`src/rtl/assert_macros.svh`:
```
// assertion macros shared by the heartbeat watchdog rtl
// no dependencies; included inside module bodies
`ifndef ASSERT_MACROS_SVH
`define ASSERT_MACROS_SVH

// property checked on every rising edge, switched off while reset is high
`define THBW_ASSERT(label, clk, rst, prop, msg) \
  label: assert property (@(posedge clk) disable iff (rst) prop) else $error(msg);

// same, for a property that must never hold
`define THBW_NEVER(label, clk, rst, prop, msg) \
  label: assert property (@(posedge clk) disable iff (rst) !(prop)) else $error(msg);

`endif

```
`src/rtl/thbw_pkg.sv`:
```
// types and constants for the task heartbeat watchdog
// no dependencies
`timescale 1ns / 1ps

package thbw_pkg;

  localparam int unsigned RELOAD_W  = 12;
  localparam int unsigned DIV_W     = 9;
  localparam int unsigned CRIT_W    = 4;
  localparam int unsigned TICK_W    = 8;
  localparam int unsigned ID_W      = 4;
  localparam int unsigned ALIVE_W   = 8;
  localparam int unsigned CFG_IDX_W = 2;
  localparam int unsigned CFG_DAT_W = 12;
  // span of the critical mask: every value of the critical count field
  localparam int unsigned CRIT_SPAN = 16;

  localparam logic [RELOAD_W-1:0] RELOAD_RST = 12'd500;
  localparam logic [DIV_W-1:0]    DIV_RST    = 9'd32;
  localparam logic [CRIT_W-1:0]   CRIT_RST   = 4'd3;
  localparam logic [DIV_W-1:0]    DIV_MIN    = 9'd1;
  localparam logic [DIV_W-1:0]    DIV_MAX    = 9'd256;

  typedef enum logic [1:0] {
    OP_FEED  = 2'd0,
    OP_CHECK = 2'd1,
    OP_TICK  = 2'd2
  } op_t;

  typedef enum logic [CFG_IDX_W-1:0] {
    CFG_RELOAD = 2'd0,
    CFG_DIV    = 2'd1,
    CFG_CRIT   = 2'd2
  } cfg_idx_t;

  typedef struct packed {
    logic [RELOAD_W-1:0] reload_value;
    logic [DIV_W-1:0]    prescale_div;
    logic [CRIT_W-1:0]   critical_count;
  } cfg_t;

  typedef struct packed {
    logic                system_reset;
    logic                refreshed;
    logic [RELOAD_W-1:0] countdown_now;
    logic [ALIVE_W-1:0]  alive_now;
  } result_t;

endpackage

```
`src/rtl/thbw_cfg.sv`:
```
// configuration registers of the heartbeat watchdog, restored on expiry
// depends on thbw_pkg
`timescale 1ns / 1ps

module thbw_cfg (
  input  logic                              clk,
  input  logic                              rst,
  input  logic                              cfg_write,
  input  logic [thbw_pkg::CFG_IDX_W-1:0]    cfg_index,
  input  logic [thbw_pkg::CFG_DAT_W-1:0]    cfg_data,
  input  logic                              expire,
  output thbw_pkg::cfg_t                    cfg
);
  import thbw_pkg::*;

  always_ff @(posedge clk) begin
    if (rst || expire) begin
      cfg.reload_value   <= RELOAD_RST;
      cfg.prescale_div   <= DIV_RST;
      cfg.critical_count <= CRIT_RST;
    end else if (cfg_write) begin
      case (cfg_idx_t'(cfg_index))
        CFG_RELOAD: cfg.reload_value   <= cfg_data[RELOAD_W-1:0];
        CFG_DIV:    cfg.prescale_div   <= cfg_data[DIV_W-1:0];
        CFG_CRIT:   cfg.critical_count <= cfg_data[CRIT_W-1:0];
        default: ;
      endcase
    end
  end

endmodule

```
`src/rtl/thbw_engine.sv`:
```
// heartbeat flags, prescaler and countdown with their single-event update
// depends on thbw_pkg and assert_macros.svh
`timescale 1ns / 1ps

module thbw_engine #(
  parameter int unsigned TASKS = 8
) (
  input  logic                         clk,
  input  logic                         rst,
  input  logic                         step,
  input  thbw_pkg::op_t                op,
  input  logic [thbw_pkg::ID_W-1:0]    id,
  input  thbw_pkg::cfg_t               cfg,
  output thbw_pkg::result_t            res
);
  import thbw_pkg::*;
  `include "assert_macros.svh"

  logic [TASKS-1:0]     alive, alive_next;
  logic [TICK_W-1:0]    tick_div, tick_div_next;
  logic [RELOAD_W-1:0]  countdown, countdown_next;

  logic [CRIT_SPAN-1:0] need;
  logic [CRIT_SPAN-1:0] flags_wide;
  logic [CRIT_SPAN-1:0] flags_out;
  logic [DIV_W-1:0]     div_eff;
  logic [DIV_W-1:0]     tick_inc;
  logic                 all_alive;
  logic                 expired;
  logic                 refreshed;

  // mask of the lowest critical_count task ids
  always_comb begin
    for (int i = 0; i < CRIT_SPAN; i++) begin
      need[i] = (CRIT_W'(i) < cfg.critical_count);
    end
  end

  assign flags_wide = CRIT_SPAN'(alive);
  assign all_alive  = &(flags_wide | ~need);

  // prescaler divide clamped to one through 256
  always_comb begin
    if (cfg.prescale_div == '0) begin
      div_eff = DIV_MIN;
    end else if (cfg.prescale_div > DIV_MAX) begin
      div_eff = DIV_MAX;
    end else begin
      div_eff = cfg.prescale_div;
    end
  end

  assign tick_inc = {1'b0, tick_div} + DIV_W'(1);

  always_comb begin
    alive_next     = alive;
    tick_div_next  = tick_div;
    countdown_next = countdown;
    expired        = 1'b0;
    refreshed      = 1'b0;
    case (op)
      OP_FEED: begin
        // ids at or above the task count match no flag
        for (int i = 0; i < TASKS; i++) begin
          if (id == ID_W'(i)) alive_next[i] = 1'b1;
        end
      end
      OP_CHECK: begin
        if (all_alive) begin
          countdown_next = cfg.reload_value;
          refreshed      = 1'b1;
        end
        alive_next = '0;
      end
      OP_TICK: begin
        if (tick_inc >= div_eff) begin
          tick_div_next = '0;
          if (countdown <= RELOAD_W'(1)) begin
            expired = 1'b1;
          end else begin
            countdown_next = countdown - RELOAD_W'(1);
          end
        end else begin
          tick_div_next = tick_inc[TICK_W-1:0];
        end
        if (expired) begin
          alive_next     = '0;
          tick_div_next  = '0;
          countdown_next = RELOAD_RST;
        end
      end
      default: ;
    endcase
  end

  assign flags_out         = CRIT_SPAN'(alive_next);
  assign res.system_reset  = expired;
  assign res.refreshed     = refreshed;
  assign res.countdown_now = countdown_next;
  assign res.alive_now     = flags_out[ALIVE_W-1:0];

  always_ff @(posedge clk) begin
    if (rst) begin
      alive     <= '0;
      tick_div  <= '0;
      countdown <= RELOAD_RST;
    end else if (step) begin
      alive     <= alive_next;
      tick_div  <= tick_div_next;
      countdown <= countdown_next;
    end
  end

  `THBW_ASSERT(a_expiry_restores, clk, rst,
    step && res.system_reset |=> countdown == RELOAD_RST && alive == '0 && tick_div == '0,
    "expiry did not restore the reset state")
  `THBW_ASSERT(a_check_clears, clk, rst,
    step && op == OP_CHECK |=> alive == '0,
    "alive flags survived a check")
  `THBW_ASSERT(a_tick_step_one, clk, rst,
    step && op == OP_TICK && !res.system_reset |=>
      countdown == $past(countdown) || countdown == $past(countdown) - RELOAD_W'(1),
    "countdown moved by more than one on a tick")

endmodule

```
`src/rtl/task_heartbeat_watchdog_core.sv`:
```
// task heartbeat watchdog: one event per transfer, one result per event
// an event passes from the input register through the engine into the result register
// throughput: one event per cycle; the input register holds one event while a result is stalled
// reset: synchronous and active high; flags and prescaler clear, countdown 500,
// configuration back to reload 500, divide 32, critical count 3; expiry does the same
// depends on thbw_pkg, thbw_cfg, thbw_engine and assert_macros.svh
`timescale 1ns / 1ps

module task_heartbeat_watchdog_core #(
  parameter int unsigned TASKS = 8
) (
  input  logic                               clk,
  input  logic                               rst,
  // configuration write port
  input  logic                               cfg_write,
  input  logic [thbw_pkg::CFG_IDX_W-1:0]     cfg_index,
  input  logic [thbw_pkg::CFG_DAT_W-1:0]     cfg_data,
  // event channel
  input  logic                               item_valid,
  output logic                               item_stall,
  input  logic [1:0]                         operation,
  input  logic [thbw_pkg::ID_W-1:0]          task_id,
  // result channel
  output logic                               result_valid,
  input  logic                               result_stall,
  output logic                               system_reset,
  output logic                               refreshed,
  output logic [thbw_pkg::RELOAD_W-1:0]      countdown_now,
  output logic [thbw_pkg::ALIVE_W-1:0]       alive_now
);
  import thbw_pkg::*;
  `include "assert_macros.svh"

  // input register: one event waiting for the engine
  logic              in_full;
  op_t               in_op;
  logic [ID_W-1:0]   in_id;

  // handshake between the two registers
  logic              accept;
  logic              advance;

  cfg_t              cfg;
  result_t           res;

  // the event moves on when the result register is empty or being drained
  assign advance    = in_full && (!result_valid || !result_stall);
  assign item_stall = in_full && !advance;
  assign accept     = item_valid && !item_stall;

  always_ff @(posedge clk) begin
    if (rst) begin
      in_full <= 1'b0;
    end else if (accept) begin
      in_full <= 1'b1;
    end else if (advance) begin
      in_full <= 1'b0;
    end
  end

  // payload needs no reset
  always_ff @(posedge clk) begin
    if (accept) begin
      in_op <= op_t'(operation);
      in_id <= task_id;
    end
  end

  // configuration registers, restored to reset values when the countdown expires
  thbw_cfg u_cfg (
    .clk       (clk),
    .rst       (rst),
    .cfg_write (cfg_write),
    .cfg_index (cfg_index),
    .cfg_data  (cfg_data),
    .expire    (advance && res.system_reset),
    .cfg       (cfg)
  );

  // state update for the event in the input register
  thbw_engine #(
    .TASKS (TASKS)
  ) u_engine (
    .clk  (clk),
    .rst  (rst),
    .step (advance),
    .op   (in_op),
    .id   (in_id),
    .cfg  (cfg),
    .res  (res)
  );

  // result register
  always_ff @(posedge clk) begin
    if (rst) begin
      result_valid <= 1'b0;
    end else if (advance) begin
      result_valid <= 1'b1;
    end else if (!result_stall) begin
      result_valid <= 1'b0;
    end
  end

  always_ff @(posedge clk) begin
    if (advance) begin
      system_reset  <= res.system_reset;
      refreshed     <= res.refreshed;
      countdown_now <= res.countdown_now;
      alive_now     <= res.alive_now;
    end
  end

  `THBW_ASSERT(a_result_from_event, clk, rst,
    $rose(result_valid) |-> $past(advance),
    "result appeared without an event moving on")
  `THBW_NEVER(a_no_refresh_on_expiry, clk, rst,
    result_valid && system_reset && refreshed,
    "expiry and refresh reported for one event")

endmodule
```
`config.mk`:
```
export PLATFORM = sky130hd
export DESIGN_NAME = task_heartbeat_watchdog_core
export DESIGN_NICKNAME = d
export VERILOG_FILES = /design/src/rtl/thbw_pkg.sv /design/src/rtl/thbw_cfg.sv /design/src/rtl/thbw_engine.sv /design/src/rtl/task_heartbeat_watchdog_core.sv
export VERILOG_INCLUDE_DIRS = /design/src /design/src/rtl
export SDC_FILE = /design/constraint.sdc
export NUM_CORES = 1
export LEC_CHECK = 0
export ABC_AREA = 1
export BUFFER_PORTS_ARGS = -buffer_cell sky130_fd_sc_hd__buf_2
export CAP_MARGIN = 20
export CELL_PAD_IN_SITES_DETAIL_PLACEMENT = 2
export CELL_PAD_IN_SITES_GLOBAL_PLACEMENT = 2
export CORE_MARGIN = 3
export CORE_UTILIZATION = 34
export DETAILED_ROUTE_END_ITERATION = 10
export PLACE_DENSITY = 0.91
export SYNTH_ARGS = -nofsm -noshare
export SYNTH_HDL_FRONTEND = slang
export SYNTH_SLANG_ARGS = --single-unit
```
`constraint.sdc`:
```
create_clock -name clk -period 3.2 [get_ports clk]
set_input_delay 0.32 -clock clk [delete_from_list [all_inputs] [get_ports clk]]
set_output_delay 0.32 -clock clk [all_outputs]
set_load 0.1 [all_outputs]
```
==> impl_metrics.tcl, run 1 <==
set metrics [dict create \
    hold_path_depth 1 \
    seq_power_share_pct 41.6 \
    clkPwrFrac_pct 39.4 \
    ff2ff_setup_slack_ns -0.01 \
    worst_setup_end_kind "register" \
    core-area_mm2 0.0134 \
    inserted_clock_buffers 9 \
    clock-skew-final_ns 0.0133 \
    area_growth_syn_to_layout_pct 16.9 \
    switchingPower_uw 959 \
    criticalPathCategory "reg -> reg" \
    clk_root_buffer_cell "clkbuf_16" \
    pwr-share-comb_pct 19.1 \
    ys_dominant_reg_cell "dfxtp_1" \
    synthCells 628 \
    wirelength_um 18600 \
    total_number_of_vias 4585 \
    post-route-worst-setup-slack_ns -0.0136 \
    status "finished, violations left" \
    viasPerCell 5.34 \
    start_kind "register" \
    critical_path_peak_fanout 5 \
    post_place_cell_area_mm2 0.00508 \
    fin_hold_ws_ns 0.122 \
    pin_count_of_the_biggest_net_entering_global_routing 55 \
    final_cells 859 \
    synth-edff-count 28 \
    final_cell_mix "147 x nand2_1, 89 x inv_1, 64 x nand3_1, 55 x nor2_1, 53 x dfxtp_1" \
    detail_route.iter0.violations 260 \
    wl_per_cell_um 21.7 \
    hold_buffers 0 \
    cts-root-to-sink-buffers 2 \
    clock_sinks 83 \
    dp_cells 835 \
    worst-r2r-cell-count 17 \
    synth.lib_cells_used.distinct 40 \
    initial_core_util_pct 35.2 \
    pwr_per_cell_area_mw_per_mm2 524 \
    grt_util_all_layers_pct 23.0 \
    drc 0 \
    leakage_nw 2.52 \
    layout.area.seq_mm2 0.00195 \
    finalCriticalPeriod_ns 3.21 \
    grt_residual_overflow 0 \
    holdCritPathClass "in -> reg" \
    num_rows 42 \
    power_switching_share_pct 33.2 \
    antenna_found_initial 0 \
    final_antenna_net_count 0 \
    worst_ir_drop_vdd_mv 0.340 \
    floorplan.die.height_um 124 \
    timing.final.crit_share_pct 100 \
    gp_congestion 0.911 \
    chipWidth_um 124 \
    area_taken_by_multi_input_logic_gates_mm2 0.00233 \
    antenna_cells_inserted 0 \
    floorplan.die_area_mm2 0.0153 \
    synth-seq-cells 83 \
    final_common_cell "nand2_1" \
    cts_tree "built" \
    timing.critical_path.from "u_engine.tick_div[0]" \
    synth_async_sr_flop_share_pct 0 \
    finalSetupViolCount 1 \
    ioPinCount 49 \
    clk_pin_slew_worst_paths_ns 0.07 \
    syn-cell-area_mm2 0.00472 \
    tightest_slew_ns 0.887 \
    hold_viol 0 \
    clkLatencyLatePin_ns 0.37 \
    drt_pre_antenna_iters 4 \
    number_of_fill_cells_in_the_layout 1568 \
    slew-limit-headroom_pct 40.8 \
    first_global_vias 4989 \
    cts.htree.levels 3 \
    synthesis.yosys.warnings 0 \
    crit_end "countdown_now[4]" \
    crit_arrival_ns 3.32 \
    timing.rr.start "u_engine.tick_div[0]" \
    finalNetCount 719 \
    worst_ep_required_time_ns 3.31 \
    port_buffers 48 \
    synthesis.nets 669 \
    violated_checks "setup timing" \
    synth_sequential_area_ratio_pct 41.2 \
    synthesis.area_per_instance_um2 7.51 \
    first_pass_grt_wire_length_um 26700 \
    place_hpwl_um 12200 \
    drive_above_1_share_pct 19.0 \
    cap_violations 0 \
    maxSlewViolCount 0 \
    postLayoutCellArea_mm2 0.00551 \
    reg2reg_to "countdown_now[4]" \
    fmax_ghz 0.311 \
    p_int_mw 1.93 \
]
[worst min path at each step]
stage                              from             to  slack, ns
after detailed placement  u_cfg.cfg[16]  u_cfg.cfg[16]       0.47
after floorplan              task_id[0]       in_id[0]       0.42
final                        task_id[3]       in_id[3]       0.12
after global routing         task_id[0]       in_id[0]       0.11
after CTS                    task_id[1]       in_id[1]       0.11
after global placement    u_cfg.cfg[22]  u_cfg.cfg[22]       0.45
[synth_stat cells, drive strengths merged, types with 2 or more instances]
cell / count / area share, %
a211oi: 16 / 3.4
a21oi: 38 / 4.9
and2: 3 / 0.40
buf: 9 / 1.6
clkbuf: 11 / 0.88
dfxtp: 55 / 23
edfxtp: 28 / 18
ha: 16 / 4.2
inv: 100 / 8.0
nand2: 156 / 13
nand3: 70 / 8.1
nand3b: 2 / 0.32
nand4: 6 / 0.80
nor2: 63 / 5.6
nor3: 3 / 0.56
o211ai: 2 / 0.32
o21a: 2 / 0.32
o21ai: 34 / 3.7
xor2: 8 / 1.5
[kinds of logic (layout without fill, tap and decap cells)]
group                      count (synthesis)  count (layout)  synth area share, %
DFF                                       83              83                 41.2
xor gates and xnor gates                   9               9                 1.67
adders and majority gates                 16              16                 4.24
buffers and inverters                    120             173                 10.4
AOI/OAI and AO/OA                         95              95                 13.3
and+or+nand+nor                          305             307                 29.2
[cell type report]
type,count,share of cell area (%)
clock inverter,6,1.38
tap,176,3.99
clock buffer,10,4.33
sequential,83,35.3
multi-input combinational,427,42.3
timing repair buffer,57,5.81
inverter,100,6.88
[stage by stage]
stage	TNS (ns)	worst slack (ns)	power, mW	utilization, %
after floorplan	0	0.103	1.59	-
after global placement	0	0.302	1.70	37.9
after detailed placement	-0.0439	-0.0439	1.74	37.9
after CTS	0	0.0191	2.87	40.4
after global routing	-1.50	-0.119	3.00	41.1
final	-0.0136	-0.0136	2.89	41.1
[flip-flops by register name, indices dropped and copies added, names as in the netlist, 2 cells and up]
register,count
u_cfg.cfg,25
countdown_now,12
u_engine.countdown,12
alive_now,8
u_engine.alive,8
u_engine.tick_div,8
in_id,4
in_op,2
[worst max-delay path, stage by stage (launching register included)]
cell	delay, ns
dfxtp_4	0.40
ha_4	0.16
nand3_2	0.13
nor2_2	0.13
nand2_1	0.07
xor2_1	0.17
inv_1	0.09
ha_1	0.33
nand2_1	0.12
nand2_1	0.11
a21oi_4	0.25
buf_12	0.15
nand3_2	0.15
nand3_1	0.13
nand2_1	0.08
o21ai_1	0.16
nand3_1	0.11
and2_1	0.21
[repair_timing]
| item | in CTS | in global routing |
|---|---|---|
| setup buffers | 0 | 6 |
| pin swaps | 1 | 4 |
| gates resized for setup | 0 | 9 |
| gates cloned | 1 | 1 |
| endpoints found under the setup margin | 3 | 62 |
[metal layers]
metal | global-route usage, % | up-vias | routed length (um)
li1 | - | 2127 | -
met5 | 0 | - | 0
met1 | 26.8 | 2306 | 7480
met4 | 9.83 | 0 | 597
met3 | 4.81 | 45 | 682
met2 | 40.7 | 107 | 9850
[power by group through the flow]
stage / combinational, mW / sequential, mW / clock [mW]
finish: 0.550 / 1.20 / 1.14
CTS: 0.523 / 1.20 / 1.15
global placement: 0.479 / 1.22 / 0
floorplan: 0.268 / 1.33 / 0
detailed placement: 0.513 / 1.22 / 0
global route: 0.592 / 1.21 / 1.20
No activity file was read; power rests on OpenSTA's default activity.
==> run 2: changes to the inputs <==
- CORE_ASPECT_RATIO: not set -> 1.2
==> impl_metrics.tcl, run 2 (synthesized netlist as in run 1, its figures left out) <==
set metrics [dict create \
    status "completed" \
    power_switching_share_pct 32.4 \
    crit_arrival_ns 3.22 \
    drc 0 \
    wl_per_cell_um 21.3 \
    worst-r2r-cell-count 18 \
    clkLatencyLatePin_ns 0.35 \
    clk_pin_slew_worst_paths_ns 0.06 \
    final_antenna_net_count 0 \
    grt.met3_usage_pct 4.48 \
    num_rows 46 \
    timing.final.crit_share_pct 97.2 \
    area_growth_syn_to_layout_pct 18.2 \
    post_place_cell_area_mm2 0.00507 \
    viasPerCell 5.34 \
    first_pass_grt_wire_length_um 26700 \
    hold_viol 0 \
    cts_tree "built" \
    cts.htree.levels 3 \
    reg2reg_to "countdown_now[8]" \
    leakage_nw 2.55 \
    slew-limit-headroom_pct 48.0 \
    finalNetCount 725 \
    final_common_cell "nand2_1" \
    detail_route.iter0.violations 203 \
    hold_path_depth 1 \
    wirelength_um 18200 \
    pwr-share-comb_pct 19.6 \
    grtUsageMet2_pct 39.9 \
    ff2ff_setup_slack_ns 0.09 \
    grt_util_all_layers_pct 22.5 \
    drt_pre_antenna_iters 4 \
    criticalPathCategory "reg -> reg" \
    post-route-worst-setup-slack_ns 0.0912 \
    largest_register_ff_count 25 \
    clock-skew-final_ns 0.00949 \
    layout_top_registers "u_cfg.cfg x25, countdown_now x12, u_engine.countdown x12" \
    clkPwrFrac_pct 38.8 \
    finish.utilization_pct 41.6 \
    registers.top_by_ff_count "u_cfg.cfg" \
    gp_congestion 0.886 \
    clock_sinks 83 \
    holdCritPathClass "in -> reg" \
    grt-busiest-layer "met2" \
    cap_violations 0 \
    number_of_fill_cells_in_the_layout 1527 \
    antenna_cells_inserted 0 \
    finalSetupViolCount 0 \
    worst_ep_required_time_ns 3.31 \
    worst_ir_drop_vdd_mv 0.231 \
    pwr_per_cell_area_mw_per_mm2 518 \
    finalCriticalPeriod_ns 3.11 \
    place_hpwl_um 12100 \
    critical_path_peak_fanout 7 \
    grt_residual_overflow 0 \
    cts-root-to-sink-buffers 2 \
    clk_root_buffer_cell "clkbuf_16" \
    dpl_worst_slack_ns -0.0803 \
    dp_cells 827 \
    switchingPower_uw 935 \
    tightest_slew_ns 0.778 \
    first_global_vias 4975 \
    initial_core_util_pct 35.2 \
    final_cell_mix "146 x nand2_1, 89 x inv_1, 63 x nand3_1, 54 x nor2_1, 53 x dfxtp_1" \
    final_cells 857 \
    floorplan.die_area_mm2 0.0153 \
    chipWidth_um 114 \
    worstHoldEndpoint "in_op[1]" \
    port_buffers 48 \
    worst_setup_end_kind "register" \
    ioPinCount 49 \
    antenna_found_initial 0 \
    inserted_clock_buffers 9 \
    globalRouteMet1Util_pct 25.0 \
    floorplan.die.height_um 135 \
    pin_count_of_the_biggest_net_entering_global_routing 40 \
    seq_power_share_pct 41.6 \
    p_int_mw 1.95 \
    maxSlewViolCount 0 \
    postLayoutCellArea_mm2 0.00557 \
    start_kind "register" \
    core-area_mm2 0.0134 \
    fmax_ghz 0.322 \
    timing.rr.start "u_engine.tick_div[0]" \
    min-delay-start "operation[1]" \
    drive_above_1_share_pct 20.3 \
    total_number_of_vias 4577 \
]
==> run 2: per-layer routing <==
layer | wire length, um | up-vias | share of wire [%]
met4 | 755 | 0 | 4.1
met2 | 9580 | 124 | 53
met3 | 796 | 50 | 4.4
met1 | 7100 | 2261 | 39
met5 | 0 | - | 0
li1 | - | 2142 | -
==> run 2: critical path: stages, from the launching register on <==
cell,delay [ns]
dfxtp_4,0.38
ha_2,0.21
nand3_2,0.12
nor2_1,0.11
nand2_1,0.07
xor2_1,0.16
inv_1,0.11
ha_4,0.28
nand2_1,0.09
nor2_4,0.15
nand3_4,0.15
nand3_4,0.17
buf_12,0.13
clkinvlp_4,0.16
nand2_1,0.11
nand3_1,0.08
nand2_1,0.08
nand3_1,0.10
and2_1,0.20
==> run 2: area by class of cell <==
cell class | count | area [um2] | area share (%)
multi-input combinational | 427 | 2360 | 42.3
sequential | 83 | 1950 | 34.9
inverter | 100 | 379 | 6.80
timing repair buffer | 63 | 365 | 6.55
clock buffer | 11 | 254 | 4.56
tap | 168 | 210 | 3.77
clock inverter | 5 | 58.8 | 1.05
==> run 2: what timing repair did <==
| action | in CTS | in global routing |
|---|---|---|
| hold endpoints to repair | 0 | 0 |
| endpoints found under the setup margin | 5 | 50 |
| buffers inserted | 0 | 12 |
| pin swaps | 1 | 6 |
| gates resized for setup | 2 | 15 |
| hold buffers | 0 | 0 |
| gates cloned | 1 | 1 |
==> run 2: worst max path at each step <==
stage | from | end | cells after the start
final | u_engine.tick_div[0] | countdown_now[8] | 18
after global routing | u_engine.tick_div[0] | countdown_now[6] | 15
after CTS | u_engine.tick_div[0] | countdown_now[0] | 17
after detailed placement | u_engine.tick_div[0] | countdown_now[8] | 17
after global placement | u_engine.tick_div[0] | countdown_now[8] | 17
after floorplan | result_valid | in_id[0] | 5
==> run 2: stage by stage <==
stage | power (mW) | setup TNS [ns] | hold WS (ns)
after floorplan | 1.59 | 0 | 0.419
after detailed placement | 1.73 | -0.108 | 0.461
after CTS | 2.86 | -0.0347 | 0.127
final | 2.89 | 0 | 0.138
after global routing | 3.01 | -0.737 | 0.122
after global placement | 1.69 | 0 | 0.458
==> run 2: power groups by stage <==
stage / Sequential (mW) / Combinational, mW / Clock (mW)
3_3_place_gp: 1.22 / 0.478 / 0
5_1_grt: 1.21 / 0.613 / 1.19
3_5_place_dp: 1.22 / 0.510 / 0
6_report: 1.20 / 0.567 / 1.12
4_1_cts: 1.20 / 0.524 / 1.14
2_1_floorplan: 1.33 / 0.268 / 0
